--- src/sv/polyline_nearest_arclength_core_defines.svh ---
// Assertion macros for the polyline nearest-point core.
// Included by the top level; no other dependencies.
`ifndef POLYLINE_NEAREST_ARCLENGTH_CORE_DEFINES_SVH
`define POLYLINE_NEAREST_ARCLENGTH_CORE_DEFINES_SVH
`ifndef SYNTHESIS
`define PNA_ASSERT_IMP(lbl, clk, rst, ante, cons, msg) \
  lbl: assert property (@(posedge clk) disable iff (rst) (ante) |-> (cons)) else $error(msg);
`define PNA_ASSERT_NXT(lbl, clk, rst, ante, cons, msg) \
  lbl: assert property (@(posedge clk) disable iff (rst) (ante) |=> (cons)) else $error(msg);
`else
`define PNA_ASSERT_IMP(lbl, clk, rst, ante, cons, msg)
`define PNA_ASSERT_NXT(lbl, clk, rst, ante, cons, msg)
`endif
`endif

--- src/sv/pna_pkg.sv ---
// Shared widths, codes, state and command types of the polyline nearest-point core.
// No dependencies; every module in the project imports this package.
package pna_pkg;

  // Coordinates carry 8 fractional bits; the arithmetic is scale free.
  localparam int COORD_WIDTH  = 24;
  localparam int LENGTH_WIDTH = 40;

  localparam int DIFF_W     = COORD_WIDTH + 1;
  localparam int EX_W       = DIFF_W + 1;
  localparam int OPND_W     = COORD_WIDTH + 3;
  localparam int PROD_W     = 2 * OPND_W;
  localparam int LSQ_W      = 2 * COORD_WIDTH + 2;
  localparam int LEN_W      = COORD_WIDTH + 1;
  localparam int QUOT_W     = COORD_WIDTH + 3;
  localparam int DVD_W      = LEN_W + QUOT_W;
  localparam int SQRT_STEPS = LSQ_W / 2;
  localparam int SQ_CNT_W   = $clog2(SQRT_STEPS + 1);
  localparam int DV_CNT_W   = $clog2(QUOT_W + 1);
  localparam int DIST_W     = 64;
  localparam int SUM_W      = ((LENGTH_WIDTH > LEN_W) ? LENGTH_WIDTH : LEN_W) + 1;
  localparam int IN_DATA_W  = ((2 * COORD_WIDTH + 7) / 8) * 8;
  localparam int OUT_DATA_W = ((LENGTH_WIDTH + 7) / 8) * 8;
  localparam int CFG_IDX_W  = 1;

  localparam logic [LENGTH_WIDTH-1:0] LENGTH_MAX = '1;

  localparam logic [CFG_IDX_W-1:0] REG_QUERY_X = 1'd0;
  localparam logic [CFG_IDX_W-1:0] REG_QUERY_Y = 1'd1;

  typedef enum logic [4:0] {
    ST_IDLE, ST_LSQ_A, ST_LSQ_B, ST_LSQ_C, ST_DOT_A, ST_DOT_B, ST_DOT_C, ST_DOT_D,
    ST_SQRT_WAIT, ST_DIV_AL, ST_SX_A, ST_SX_B, ST_SX_W, ST_SY_A, ST_SY_B, ST_SY_W,
    ST_DIST_A, ST_DIST_B, ST_DIST_C, ST_COMMIT
  } ctrl_state_t;

  typedef enum logic [2:0] {
    M_DXDX, M_DYDY, M_DXWX, M_DYWY, M_DXAL, M_DYAL, M_EXEX, M_EYEY
  } mul_sel_t;

  typedef enum logic [1:0] {ACC_HOLD, ACC_LOAD, ACC_ADD} acc_op_t;

  typedef enum logic {DIV_DOT, DIV_PROD} div_src_t;

  typedef struct packed {
    logic     load;
    mul_sel_t mul_sel;
    acc_op_t  acc_op;
    logic     lsq_ld;
    logic     sqrt_start;
    logic     dot_ld;
    div_src_t div_src;
    logic     div_start;
    logic     along_zero;
    logic     along_full;
    logic     along_div;
    logic     ox_ld;
    logic     oy_ld;
    logic     commit;
  } pna_cmd_t;

  typedef struct packed {
    logic first;
    logic last;
    logic sqrt_done;
    logic div_done;
    logic len_zero;
    logic dot_pos;
    logic dot_ge_lsq;
  } pna_status_t;

endpackage

--- src/sv/pna_sqrt.sv ---
// Iterative integer square root, one result bit per cycle.
// Depends on pna_pkg.
module pna_sqrt import pna_pkg::*; (
  input  logic             clk,
  input  logic             rst,
  input  logic             start,
  input  logic [LSQ_W-1:0] radicand,
  output logic             busy,
  output logic [LEN_W-1:0] root
);

  localparam logic [LSQ_W-1:0] ONE_INIT = {2'b01, {(LSQ_W-2){1'b0}}};

  logic [LSQ_W-1:0]    op, res, bitv, trial, op_next, res_next;
  logic [SQ_CNT_W-1:0] cnt;
  logic                ge;

  always_comb begin
    trial    = res + bitv;
    ge       = (op >= trial);
    op_next  = ge ? (op - trial) : op;
    res_next = ge ? ((res >> 1) + bitv) : (res >> 1);
  end

  always_ff @(posedge clk) begin
    if (rst) begin
      busy <= 1'b0;
      cnt  <= '0;
    end else if (start) begin
      busy <= 1'b1;
      cnt  <= SQ_CNT_W'(SQRT_STEPS);
    end else if (busy) begin
      cnt <= cnt - 1'b1;
      if (cnt == SQ_CNT_W'(1)) begin
        busy <= 1'b0;
      end
    end
  end

  always_ff @(posedge clk) begin
    if (start) begin
      op   <= radicand;
      res  <= '0;
      bitv <= ONE_INIT;
    end else if (busy) begin
      op   <= op_next;
      res  <= res_next;
      bitv <= bitv >> 2;
    end
  end

  assign root = res[LEN_W-1:0];

endmodule

--- src/sv/pna_div.sv ---
// Restoring divider, one quotient bit per cycle; the dividend's upper part
// must be below the divisor. Depends on pna_pkg.
module pna_div import pna_pkg::*; (
  input  logic              clk,
  input  logic              rst,
  input  logic              start,
  input  logic [DVD_W-1:0]  dividend,
  input  logic [LEN_W-1:0]  divisor,
  output logic              busy,
  output logic [QUOT_W-1:0] quot
);

  logic [LEN_W-1:0]    rem, dsr;
  logic [QUOT_W-1:0]   low;
  logic [LEN_W:0]      trial, diff;
  logic                ge;
  logic [DV_CNT_W-1:0] cnt;

  always_comb begin
    trial = {rem, low[QUOT_W-1]};
    ge    = (trial >= {1'b0, dsr});
    diff  = trial - {1'b0, dsr};
  end

  always_ff @(posedge clk) begin
    if (rst) begin
      busy <= 1'b0;
      cnt  <= '0;
    end else if (start) begin
      busy <= 1'b1;
      cnt  <= DV_CNT_W'(QUOT_W);
    end else if (busy) begin
      cnt <= cnt - 1'b1;
      if (cnt == DV_CNT_W'(1)) begin
        busy <= 1'b0;
      end
    end
  end

  always_ff @(posedge clk) begin
    if (start) begin
      rem <= dividend[DVD_W-1:QUOT_W];
      low <= dividend[QUOT_W-1:0];
      dsr <= divisor;
    end else if (busy) begin
      rem <= ge ? diff[LEN_W-1:0] : trial[LEN_W-1:0];
      low <= {low[QUOT_W-2:0], ge};
    end
  end

  assign quot = low;

endmodule

--- src/sv/pna_datapath.sv ---
// Datapath: vertex and query registers, shared multiplier and accumulator,
// square root and divider units, best-point bookkeeping and result register.
// Depends on pna_pkg, pna_sqrt and pna_div.
module pna_datapath import pna_pkg::*; (
  input  logic                    clk,
  input  logic                    rst,
  input  pna_cmd_t                cmd,
  output pna_status_t             sts,
  input  logic [COORD_WIDTH-1:0]  in_x,
  input  logic [COORD_WIDTH-1:0]  in_y,
  input  logic                    in_last,
  input  logic                    cfg_we,
  input  logic [CFG_IDX_W-1:0]    cfg_index,
  input  logic [COORD_WIDTH-1:0]  cfg_data,
  output logic [LENGTH_WIDTH-1:0] out_param,
  output logic                    out_sat
);

  logic signed [COORD_WIDTH-1:0] qx, qy, prev_x, prev_y;
  logic signed [DIFF_W-1:0]      dx, dy, wx, wy, ox, oy;
  logic signed [DIFF_W-1:0]      vx_e, vy_e, px_e, py_e, qx_e, qy_e, mag_dx, mag_dy, qs;
  logic signed [EX_W-1:0]        ex, ey;
  logic signed [OPND_W-1:0]      ma, mb;
  logic signed [PROD_W-1:0]      prod, acc, dot;
  logic [LSQ_W-1:0]              lsq;
  logic [LEN_W-1:0]              len, along;
  logic                          last_r, awaiting_first, sat_seen;
  logic [LENGTH_WIDTH-1:0]       running, best_param;
  logic [DIST_W-1:0]             best_dist, cand_dsq;
  logic                          sqrt_busy, div_busy;
  logic [QUOT_W-1:0]             quot;
  logic [DVD_W-1:0]              dividend;
  logic [SUM_W-1:0]              cand_sum, run_sum;
  logic                          cand_sat, run_sat;
  logic [LENGTH_WIDTH-1:0]       cand_v, run_v, best_param_n, run_n;
  logic [DIST_W-1:0]             best_dist_n;
  logic                          sat_n;

  // Signed extensions of the coordinates to the difference width.
  assign vx_e = {in_x[COORD_WIDTH-1], in_x};
  assign vy_e = {in_y[COORD_WIDTH-1], in_y};
  assign px_e = {prev_x[COORD_WIDTH-1], prev_x};
  assign py_e = {prev_y[COORD_WIDTH-1], prev_y};
  assign qx_e = {qx[COORD_WIDTH-1], qx};
  assign qy_e = {qy[COORD_WIDTH-1], qy};

  assign mag_dx = dx[DIFF_W-1] ? -dx : dx;
  assign mag_dy = dy[DIFF_W-1] ? -dy : dy;
  assign ex = {wx[DIFF_W-1], wx} - {ox[DIFF_W-1], ox};
  assign ey = {wy[DIFF_W-1], wy} - {oy[DIFF_W-1], oy};

  always_ff @(posedge clk) begin
    if (rst) begin
      qx <= '0;
      qy <= '0;
    end else if (cfg_we) begin
      case (cfg_index)
        REG_QUERY_X: qx <= cfg_data;
        REG_QUERY_Y: qy <= cfg_data;
        default: ;
      endcase
    end
  end

  always_comb begin
    case (cmd.mul_sel)
      M_DXDX: begin
        ma = {{(OPND_W-DIFF_W){dx[DIFF_W-1]}}, dx};
        mb = {{(OPND_W-DIFF_W){dx[DIFF_W-1]}}, dx};
      end
      M_DYDY: begin
        ma = {{(OPND_W-DIFF_W){dy[DIFF_W-1]}}, dy};
        mb = {{(OPND_W-DIFF_W){dy[DIFF_W-1]}}, dy};
      end
      M_DXWX: begin
        ma = {{(OPND_W-DIFF_W){dx[DIFF_W-1]}}, dx};
        mb = {{(OPND_W-DIFF_W){wx[DIFF_W-1]}}, wx};
      end
      M_DYWY: begin
        ma = {{(OPND_W-DIFF_W){dy[DIFF_W-1]}}, dy};
        mb = {{(OPND_W-DIFF_W){wy[DIFF_W-1]}}, wy};
      end
      M_DXAL: begin
        ma = {{(OPND_W-DIFF_W){1'b0}}, mag_dx};
        mb = {{(OPND_W-LEN_W){1'b0}}, along};
      end
      M_DYAL: begin
        ma = {{(OPND_W-DIFF_W){1'b0}}, mag_dy};
        mb = {{(OPND_W-LEN_W){1'b0}}, along};
      end
      M_EXEX: begin
        ma = {{(OPND_W-EX_W){ex[EX_W-1]}}, ex};
        mb = {{(OPND_W-EX_W){ex[EX_W-1]}}, ex};
      end
      M_EYEY: begin
        ma = {{(OPND_W-EX_W){ey[EX_W-1]}}, ey};
        mb = {{(OPND_W-EX_W){ey[EX_W-1]}}, ey};
      end
      default: begin
        ma = '0;
        mb = '0;
      end
    endcase
  end

  always_ff @(posedge clk) begin
    prod <= ma * mb;
    case (cmd.acc_op)
      ACC_LOAD: acc <= prod;
      ACC_ADD:  acc <= acc + prod;
      default: ;
    endcase
    if (cmd.lsq_ld) begin
      lsq <= acc[LSQ_W-1:0];
    end
    if (cmd.dot_ld) begin
      dot <= acc;
    end
  end

  pna_sqrt u_sqrt (
    .clk      (clk),
    .rst      (rst),
    .start    (cmd.sqrt_start),
    .radicand (acc[LSQ_W-1:0]),
    .busy     (sqrt_busy),
    .root     (len)
  );

  assign dividend = (cmd.div_src == DIV_DOT) ? dot[DVD_W-1:0] : prod[DVD_W-1:0];

  pna_div u_div (
    .clk      (clk),
    .rst      (rst),
    .start    (cmd.div_start),
    .dividend (dividend),
    .divisor  (len),
    .busy     (div_busy),
    .quot     (quot)
  );

  // The scaled offset never exceeds the magnitude of its component.
  assign qs = quot[DIFF_W-1:0];

  always_ff @(posedge clk) begin
    if (cmd.load) begin
      dx     <= vx_e - px_e;
      dy     <= vy_e - py_e;
      wx     <= awaiting_first ? (qx_e - vx_e) : (qx_e - px_e);
      wy     <= awaiting_first ? (qy_e - vy_e) : (qy_e - py_e);
      ox     <= '0;
      oy     <= '0;
      along  <= '0;
      last_r <= in_last;
    end else if (cmd.along_zero) begin
      ox    <= '0;
      oy    <= '0;
      along <= '0;
    end else if (cmd.along_full) begin
      ox    <= dx;
      oy    <= dy;
      along <= len;
    end else if (cmd.along_div) begin
      along <= (quot > QUOT_W'(len)) ? len : quot[LEN_W-1:0];
    end else if (cmd.ox_ld) begin
      ox <= dx[DIFF_W-1] ? -qs : qs;
    end else if (cmd.oy_ld) begin
      oy <= dy[DIFF_W-1] ? -qs : qs;
    end
  end

  always_comb begin
    cand_dsq = {{(DIST_W-PROD_W){1'b0}}, acc};
    cand_sum = SUM_W'(running) + SUM_W'(along);
    cand_sat = cand_sum > SUM_W'(LENGTH_MAX);
    cand_v   = cand_sat ? LENGTH_MAX : cand_sum[LENGTH_WIDTH-1:0];
    run_sum  = SUM_W'(running) + SUM_W'(len);
    run_sat  = run_sum > SUM_W'(LENGTH_MAX);
    run_v    = run_sat ? LENGTH_MAX : run_sum[LENGTH_WIDTH-1:0];
    if (awaiting_first) begin
      best_dist_n  = cand_dsq;
      best_param_n = '0;
      run_n        = '0;
      sat_n        = 1'b0;
    end else begin
      best_dist_n  = best_dist;
      best_param_n = best_param;
      sat_n        = sat_seen | run_sat;
      run_n        = run_v;
      if (cand_dsq < best_dist) begin
        best_dist_n  = cand_dsq;
        best_param_n = cand_v;
        sat_n        = sat_n | cand_sat;
      end
    end
  end

  always_ff @(posedge clk) begin
    if (rst) begin
      prev_x         <= '0;
      prev_y         <= '0;
      running        <= '0;
      best_dist      <= '0;
      best_param     <= '0;
      sat_seen       <= 1'b0;
      awaiting_first <= 1'b1;
    end else begin
      if (cmd.load) begin
        prev_x <= in_x;
        prev_y <= in_y;
      end
      if (cmd.commit) begin
        best_dist  <= best_dist_n;
        best_param <= best_param_n;
        if (last_r) begin
          running        <= '0;
          sat_seen       <= 1'b0;
          awaiting_first <= 1'b1;
        end else begin
          running        <= run_n;
          sat_seen       <= sat_n;
          awaiting_first <= 1'b0;
        end
      end
    end
  end

  always_ff @(posedge clk) begin
    if (cmd.commit && last_r) begin
      out_param <= best_param_n;
      out_sat   <= sat_n;
    end
  end

  always_comb begin
    sts.first      = awaiting_first;
    sts.last       = last_r;
    sts.sqrt_done  = ~sqrt_busy;
    sts.div_done   = ~div_busy;
    sts.len_zero   = (len == '0);
    sts.dot_pos    = (dot > 0);
    sts.dot_ge_lsq = (dot >= $signed({{(PROD_W-LSQ_W){1'b0}}, lsq}));
  end

endmodule

--- src/sv/pna_ctrl.sv ---
// Controller: sequences one vertex through the datapath and owns the
// result valid flag. Depends on pna_pkg.
module pna_ctrl import pna_pkg::*; (
  input  logic        clk,
  input  logic        rst,
  input  logic        s_tvalid,
  output logic        s_tready,
  output logic        m_tvalid,
  input  logic        m_tready,
  input  pna_status_t sts,
  output pna_cmd_t    cmd
);

  ctrl_state_t state, state_next;
  logic        out_valid, commit_ok;

  // A closing vertex may only commit once the result register is free.
  assign commit_ok = ~(sts.last & out_valid & ~m_tready);

  always_comb begin
    state_next = state;
    case (state)
      ST_IDLE:      if (s_tvalid) state_next = sts.first ? ST_DIST_A : ST_LSQ_A;
      ST_LSQ_A:     state_next = ST_LSQ_B;
      ST_LSQ_B:     state_next = ST_LSQ_C;
      ST_LSQ_C:     state_next = ST_DOT_A;
      ST_DOT_A:     state_next = ST_DOT_B;
      ST_DOT_B:     state_next = ST_DOT_C;
      ST_DOT_C:     state_next = ST_DOT_D;
      ST_DOT_D:     state_next = ST_SQRT_WAIT;
      ST_SQRT_WAIT: begin
        if (sts.sqrt_done) begin
          if (sts.len_zero || !sts.dot_pos || sts.dot_ge_lsq) begin
            state_next = ST_DIST_A;
          end else begin
            state_next = ST_DIV_AL;
          end
        end
      end
      ST_DIV_AL:    if (sts.div_done) state_next = ST_SX_A;
      ST_SX_A:      state_next = ST_SX_B;
      ST_SX_B:      state_next = ST_SX_W;
      ST_SX_W:      if (sts.div_done) state_next = ST_SY_A;
      ST_SY_A:      state_next = ST_SY_B;
      ST_SY_B:      state_next = ST_SY_W;
      ST_SY_W:      if (sts.div_done) state_next = ST_DIST_A;
      ST_DIST_A:    state_next = ST_DIST_B;
      ST_DIST_B:    state_next = ST_DIST_C;
      ST_DIST_C:    state_next = ST_COMMIT;
      ST_COMMIT:    if (commit_ok) state_next = ST_IDLE;
      default:      state_next = ST_IDLE;
    endcase
  end

  always_comb begin
    cmd         = '0;
    cmd.mul_sel = M_DXDX;
    cmd.acc_op  = ACC_HOLD;
    cmd.div_src = DIV_DOT;
    s_tready    = 1'b0;
    case (state)
      ST_IDLE: begin
        s_tready = 1'b1;
        cmd.load = s_tvalid;
      end
      ST_LSQ_A: cmd.mul_sel = M_DXDX;
      ST_LSQ_B: begin
        cmd.mul_sel = M_DYDY;
        cmd.acc_op  = ACC_LOAD;
      end
      ST_LSQ_C: cmd.acc_op = ACC_ADD;
      ST_DOT_A: begin
        cmd.mul_sel    = M_DXWX;
        cmd.lsq_ld     = 1'b1;
        cmd.sqrt_start = 1'b1;
      end
      ST_DOT_B: begin
        cmd.mul_sel = M_DYWY;
        cmd.acc_op  = ACC_LOAD;
      end
      ST_DOT_C: cmd.acc_op = ACC_ADD;
      ST_DOT_D: cmd.dot_ld = 1'b1;
      ST_SQRT_WAIT: begin
        if (sts.sqrt_done) begin
          if (sts.len_zero || !sts.dot_pos) begin
            cmd.along_zero = 1'b1;
          end else if (sts.dot_ge_lsq) begin
            cmd.along_full = 1'b1;
          end else begin
            cmd.div_src   = DIV_DOT;
            cmd.div_start = 1'b1;
          end
        end
      end
      ST_DIV_AL: cmd.along_div = sts.div_done;
      ST_SX_A:   cmd.mul_sel = M_DXAL;
      ST_SX_B: begin
        cmd.div_src   = DIV_PROD;
        cmd.div_start = 1'b1;
      end
      ST_SX_W:   cmd.ox_ld = sts.div_done;
      ST_SY_A:   cmd.mul_sel = M_DYAL;
      ST_SY_B: begin
        cmd.div_src   = DIV_PROD;
        cmd.div_start = 1'b1;
      end
      ST_SY_W:   cmd.oy_ld = sts.div_done;
      ST_DIST_A: cmd.mul_sel = M_EXEX;
      ST_DIST_B: begin
        cmd.mul_sel = M_EYEY;
        cmd.acc_op  = ACC_LOAD;
      end
      ST_DIST_C: cmd.acc_op = ACC_ADD;
      ST_COMMIT: cmd.commit = commit_ok;
      default: ;
    endcase
  end

  always_ff @(posedge clk) begin
    if (rst) begin
      state     <= ST_IDLE;
      out_valid <= 1'b0;
    end else begin
      state <= state_next;
      if (cmd.commit && sts.last) begin
        out_valid <= 1'b1;
      end else if (m_tready) begin
        out_valid <= 1'b0;
      end
    end
  end

  assign m_tvalid = out_valid;

endmodule

--- src/sv/polyline_nearest_arclength_core.sv ---
// Nearest point on a 2-D polyline, reported as arc length from the first vertex.
// Vertices enter on the slave stream, one item each, in order; tlast marks the
// closing vertex. The query point is set through the write port (index 0 is x,
// index 1 is y); write it only while the block is idle, which is not enforced here.
// Each vertex is worked on alone: s_tready is high only between vertices.
// A first vertex passes only through the distance and commit states. A
// segment whose nearest point is an end also runs the bit-serial square root
// of the squared length (25 steps). A projection inside the segment adds
// three 27-step divisions on the shared divider.
// The closing vertex loads the result register and raises m_tvalid; tdata
// holds the arc length (8 fractional bits), tuser the saturation flag.
// While the receiver stalls the result holds, further vertices are still
// taken, and only the next closing vertex waits for the register to free.
// Reset (synchronous, active high) clears the query to the origin and makes
// the next vertex the first of a polyline; no result is pending.
// Depends on pna_pkg, pna_ctrl, pna_datapath and the defines header.
`include "polyline_nearest_arclength_core_defines.svh"
module polyline_nearest_arclength_core import pna_pkg::*; (
  input  logic                   clk,
  input  logic                   rst,
  input  logic                   s_tvalid,
  output logic                   s_tready,
  input  logic [IN_DATA_W-1:0]   s_tdata,   // vertex_x, vertex_y
  input  logic                   s_tlast,   // last_vertex
  output logic                   m_tvalid,
  input  logic                   m_tready,
  output logic [OUT_DATA_W-1:0]  m_tdata,   // nearest_param
  output logic                   m_tuser,   // length_saturated
  input  logic                   cfg_we,
  input  logic [CFG_IDX_W-1:0]   cfg_index,
  input  logic [COORD_WIDTH-1:0] cfg_data
);

  pna_cmd_t                cmd;
  pna_status_t             sts;
  logic [LENGTH_WIDTH-1:0] out_param;

  pna_ctrl u_ctrl (
    .clk      (clk),
    .rst      (rst),
    .s_tvalid (s_tvalid),
    .s_tready (s_tready),
    .m_tvalid (m_tvalid),
    .m_tready (m_tready),
    .sts      (sts),
    .cmd      (cmd)
  );

  pna_datapath u_dp (
    .clk       (clk),
    .rst       (rst),
    .cmd       (cmd),
    .sts       (sts),
    .in_x      (s_tdata[COORD_WIDTH-1:0]),
    .in_y      (s_tdata[2*COORD_WIDTH-1:COORD_WIDTH]),
    .in_last   (s_tlast),
    .cfg_we    (cfg_we),
    .cfg_index (cfg_index),
    .cfg_data  (cfg_data),
    .out_param (out_param),
    .out_sat   (m_tuser)
  );

  assign m_tdata = OUT_DATA_W'(out_param);

  `PNA_ASSERT_IMP(a_units_idle, clk, rst, s_tready, sts.sqrt_done && sts.div_done, "unit busy at accept")
  `PNA_ASSERT_NXT(a_one_at_a_time, clk, rst, s_tvalid && s_tready, !s_tready, "second item taken")
  `PNA_ASSERT_NXT(a_result_shown, clk, rst, cmd.commit && sts.last, m_tvalid, "result not shown")
  `PNA_ASSERT_NXT(a_first_after_last, clk, rst, cmd.commit && sts.last, sts.first, "not rearmed")

endmodule

--- config.mk ---
export PLATFORM = sky130hd
export DESIGN_NAME = polyline_nearest_arclength_core
export DESIGN_NICKNAME = d
export VERILOG_FILES = /design/src/sv/pna_pkg.sv /design/src/sv/pna_sqrt.sv /design/src/sv/pna_div.sv /design/src/sv/pna_datapath.sv /design/src/sv/pna_ctrl.sv /design/src/sv/polyline_nearest_arclength_core.sv
export VERILOG_INCLUDE_DIRS = /design/src /design/src/sv
export SDC_FILE = /design/constraint.sdc
export NUM_CORES = 2
export LEC_CHECK = 0
export BUFFER_PORTS_ARGS = -buffer_cell sky130_fd_sc_hd__buf_2
export CORE_AREA = 2 2 380 382
export CTS_CLUSTER_SIZE = 30
export DETAILED_ROUTE_END_ITERATION = 10
export DIE_AREA = 0 0 382 384
export PLACE_DENSITY = 0.88
export SYNTH_ARGS = -nofsm -noshare
export SYNTH_HDL_FRONTEND = slang
export SYNTH_SLANG_ARGS = --single-unit
--- constraint.sdc ---
create_clock -name clk -period 10.4 [get_ports clk]
set_input_delay 0.52 -clock clk [delete_from_list [all_inputs] [get_ports clk]]
set_output_delay 0.52 -clock clk [all_outputs]
set_load 0.02 [all_outputs]
# Word level (Yosys, flattened, before mapping)
# Index checks and enable logic that the tools add are counted.
[word_totals]
register_bits = 891
elab_cells = 224
[op_classes]
n_addsub = 20
n_mul = 1
magnitude_cmp = 8
eq_ne = 38
muxes = 80
n_bitwise = 8
reduce_logical = 32
[ops]
columns = ["operator", "n"]
rows = [
  ["$mux W25", 19],
  ["$mux W40", 6],
  ["$mux W50", 4],
  ["$pmux W27 S7", 1],
  ["$pmux W27 S6", 1],
  ["$sub A24 B24 Y25", 6],
  ["$mux W64", 2],
  ["$pmux W54 S2", 1],
  ["$pmux W5 S20", 1],
  ["$add A40 B25 Y41", 2],
  ["$gt A41 B40 Y1 const B", 2],
  ["$neg A25 Y25", 3],
  ["$lt A54 B64 Y1", 1],
  ["$mux W5", 12],
  ["$add A54 B54 Y54", 1],
  ["$ge A54 B51 Y1", 1],
  ["$gt A54 B1 Y1 const B", 1],
  ["$mul A27 B27 Y54", 1],
  ["$mux W27", 2],
  ["$mux W52", 1],
  ["$sub A25 B25 Y26", 2],
  ["$add A49 B49 Y50", 1],
  ["$add A50 B49 Y50", 1],
  ["$ge A50 B50 Y1", 1],
  ["37 further kinds", 114],
]

# Depth between registers and ports, before layout
[depth]
depth_word = 8
depth_mapped = 46

# By module
# A second synthesis with hierarchy kept.
[hier_totals]
cells_unflattened = 9745
area_unflattened_um2 = 85996.2
[modules_own_cells]
columns = ["mod", "n_inst", "cells_each", "area_each_um2"]
rows = [
  ["pna_datapath", 1, 7718, 68609.6],
  ["pna_sqrt", 1, 1476, 11692.5],
  ["pna_div", 1, 452, 4966.0],
  ["pna_ctrl", 1, 99, 728.2],
]

# Worst setup path before layout
# OpenSTA, ideal clock, no wires.
[synth_path]
path_type = "register to register"
from = "register u_dp.dy[0]"
to = "register u_dp.prod[52]"
setup_time_ns = 0.126
arrival_ns = 9.711
required_time_ns = 10.274
setup_slack_ns = 0.562
stages_incl_launch_ff = 39
period_less_slack_ns = 9.838
cell_sequence = "edfxtp_1 -> inv_1 -> ha_1 -> or3b_4 -> or3_4 -> or3_4 -> or4_4 -> o41a_1 -> nand2_1 -> o21ai_1 -> a211o_1 -> o21a_1 -> o22a_2 -> buf_2 -> nand2_1 -> fa_1 -> fa_1 -> fa_1 -> [3 not listed] -> inv_1 -> fa_1 -> inv_1 -> fa_1 -> ha_1 -> a21o_1 -> a21o_1 -> a21oi_1 -> o21ai_0 -> a31oi_1 -> o21ai_1 -> a311oi_1 -> o21ai_1 -> a31o_2 -> a31o_2 -> a211oi_1 -> a22oi_1 -> xor2_1"
[synth_via]
elab_chain_len = 4
word_cells_on_any_way = 5
[synth_rtl]
columns = ["element", "line", "text"]
rows = [
  ["start, declared", "pna_datapath.sv:20", "logic signed [DIFF_W-1:0] dx, dy, wx, wy, ox, oy;"],
  ["start signal, assigned", "pna_datapath.sv:148", "dy <= vy_e - py_e;"],
  ["$neg A25 Y25", "pna_datapath.sv:48", "assign mag_dy = dy[DIFF_W-1] ? -dy : dy;"],
  ["$mux W25", "pna_datapath.sv:48", ""],
  ["$pmux W27 S6", "pna_datapath.sv:66", "case (cmd.mul_sel)"],
  ["$mul A27 B27 Y54 *", "pna_datapath.sv:107", "prod <= ma * mb;"],
  ["end signal, assigned", "pna_datapath.sv:107", ""],
  ["end, declared", "pna_datapath.sv:24", "logic signed [PROD_W-1:0] prod, acc, dot;"],
]
# Every way passes the cells marked *; elsewhere a longest branch is shown, timed or not.
# A chain may end at the register's enable or synchronous reset.

# Final worst setup path
# Same ends and word-level chain as after synthesis.

==> results.yml <==
grt:
  grt_antenna_before_repair: 28
  grt_start_max_net_pins: 159
  grt_overflow_total: 0
  gr-usage-all-layers_pct: 37.4
  grt_pass1_vias: 73575
  global_route_wire_length_before_repair_mm: 424
routing:
  routed_wirelength_mm: 276
  route.detailed.drc: 0
  first_iter_violations: 8231
  antenna_nets_post_route: 0
  first_pass_iters: 7
  avgViaCountPerCell: 6.19
  route.vias.total: 72624
  wl_per_cell_um: 23.5
sta:
  finalHoldViolCount: 0
  top_achievable_clock_speed_ghz: 0.0996
  fin_ws_ps: 363
  min_period_over_period_pct: 96.5
  slew_viol_final: 0
  layout_min_cycle_time_ps: 10040
  hold-worst-slack_ps: 27.2
  final.setup_skew_ps: 92.5
  slew_margin_rel_pct: 11.5
  setup_viol_count_final: 0
  worst_pin_slew_ps: 1320
synthesis:
  yosysSeqAreaShare_pct: 26.2
  synth_area_um2: 83600
  post_synthesis_mean_instance_area_um2: 8.79
  asyncSetResetFlopFracSynth_pct: 0
  synth_cell_types: 93
  postSynthRegisterBits: 881
  synth_top_flop_cell: "dfxtp_1"
  synth_nets: 11016
  ys.warnings.count: 0
  number_of_flops_mapped_to_enable_cells_by_yosys: 427
  syn_inst: 9514
die:
  std_cell_rows: 139
  core_area_um2: 143000
  start_util_pct: 58.5
  ios: 122
  die_area_um2: 147000
  fp.dieW_um: 382
  die_h_um: 384
final_layout:
  multiInputGateArea_um2: 55900
  nets: 11194
  filler_free_cell_count_of_the_finished_design: 11730
  layout.area.seq_um2: 21900
  layout-drive-gt1-share_pct: 8.62
  final_cell_mix: "inv_1, nand2_1, fa_1"
  stdcell_area_um2: 92200
  layout.cells.most_common: "inv_1"
  nFillCells: 11310
  areaGrowthSynthToFinish_pct: 10.3
clock_network:
  htree_levels: 3
  clock_transition_at_the_registers_of_the_reported_paths_ps: 60
  cts.sinks: 881
  clock-root-buffer: "clkbuf_16"
  cts-root-to-sink-buffers: 3
  numCtsBuffers: 98
  clock_latency_ps: 780
  cts_tree: "built"
setup_path:
  startpoint_type: "flip-flop"
  cp-end-kind: "flip-flop"
  required_ps: 11070
  max_fo_critical_path: 7
  crit_top_cell: "fa_1"
  critPathKind: "flip-flop to flip-flop"
  r2r_slack_ps: 360
  critical-path-max-stage-delay_ps: 590
  critPathArrivalTime_ps: 10700
  cp_slowest_cell: "fa_1"
placement:
  detailedPlacementHpwl_mm: 214
  pre_cts_ws_ps: -92.8
  number_of_port_buffers: 121
  placed_cells: 11479
  place_congestion: 1.01
  placed_area_um2: 88200
run_status:
  result_of_the_run: "finished clean"
flow_run:
  max-cap-violations: 0
hold_path:
  min-delay-path-class: "input port to flip-flop"
[sequential cells by signal, summed over array words and instances, names as in the netlist, 27 cells and up]
signal           flops
u_dp.acc            54
u_dp.best_dist      54
u_dp.best_param     40
u_dp.dot            54
u_dp.lsq            50
u_dp.out_param      40
u_dp.prod           54
u_dp.running        40
u_dp.u_div.quot     27
u_dp.u_sqrt.op      50
u_dp.u_sqrt.res     50
[per-layer routing]
metal	track usage, %	part of all wire [%]	up-vias	wire [um]
li1	-	-	32393	-
met1	44.9	36	35292	101000
met2	59.8	45	3929	125000
met3	8.33	10	1004	27900
met4	26.3	8.2	6	22600
met5	0	0.018	-	51
[synth_stat cells (all sizes together) (75+ instances only)]
cell / count / area, um^2
fa: 755 / 15100
nand3: 86 / 430
xnor2: 309 / 2710
and2: 195 / 1220
nor2b: 84 / 526
ha: 668 / 8360
a31oi: 85 / 538
nand4: 75 / 469
inv: 1245 / 4670
clkbuf: 379 / 1420
nand2: 1196 / 4490
xor2: 158 / 1380
nor2: 750 / 2820
nor3: 106 / 531
a21oi: 677 / 3390
a211oi: 100 / 756
mux2i: 202 / 2020
edfxtp: 427 / 12800
a21o: 216 / 1620
nand2b: 75 / 469
o21ai: 414 / 2070
dfxtp: 454 / 9090
[final timing paths]
| kind | from | end | cells past startpoint |
|---|---|---|---|
| worst max register to register | u_dp.dy[0] | u_dp.prod[52] | 36 |
| worst min-delay path | s_tdata[33] | u_dp.prev_y[9] | 3 |
| worst min register to register | u_dp.best_param[37] | u_dp.best_param[37] | 2 |
| worst max-delay path | u_dp.dy[0] | u_dp.prod[52] | 36 |
[timing repair]
item	in CTS	in global routing
setup endpoints to repair	3	20
hold buffers	12	0
resized for setup	2	66
buffers inserted	0	4
pin swaps	0	10
hold endpoints to repair	15	0
[through the flow]
stage               utilization [%]  TNS, ps
finish                         64.6        0
detailed placement             61.8     -161
global route                   64.6    -64.4
CTS                            64.3        0
global placement               61.8        0
floorplan                         -        0
[final cells by class]
| cell class | count | area share, % |
|---|---|---|
| inverters | 1245 | 5.08 |
| clock inverters | 54 | 0.700 |
| well taps | 1903 | 2.58 |
| repair buffers | 502 | 4.10 |
| diodes | 49 | 0.133 |
| flip-flops and latches | 881 | 23.8 |
| clock buffers | 132 | 3.03 |
| multi-input cells | 6964 | 60.6 |
[critical path: cells and delay by family, from the launching register on]
kind                     cells  cell delay, ps
adder cells (fa/ha/maj)      9            4040
AO/OA/AOI/OAI               15            3140
AND/OR/NAND/NOR              5            1770
buffers and inverters        6             500
flip-flops                   1             390
XOR/XNOR                     1             150
[cells by family (layout without fill, tap and decap cells)]
kind of cell | count (synthesis) | count (layout) | synth area share (%)
and+or+nand+nor | 2792 | 2792 | 14.9
xor gates and xnor gates | 467 | 467 | 4.89
muxes | 252 | 252 | 3.09
DFF | 881 | 881 | 26.2
adders and majority gates | 1423 | 1423 | 28.1
AOI/OAI and AO/OA | 2030 | 2030 | 15.2
buffers and inverters | 1669 | 1933 | 7.55
other | 0 | 49 | 0
Power is left out: the tool's default activity adds up to more than one toggle a clock period on the data nets, which glitch-free logic cannot reach.
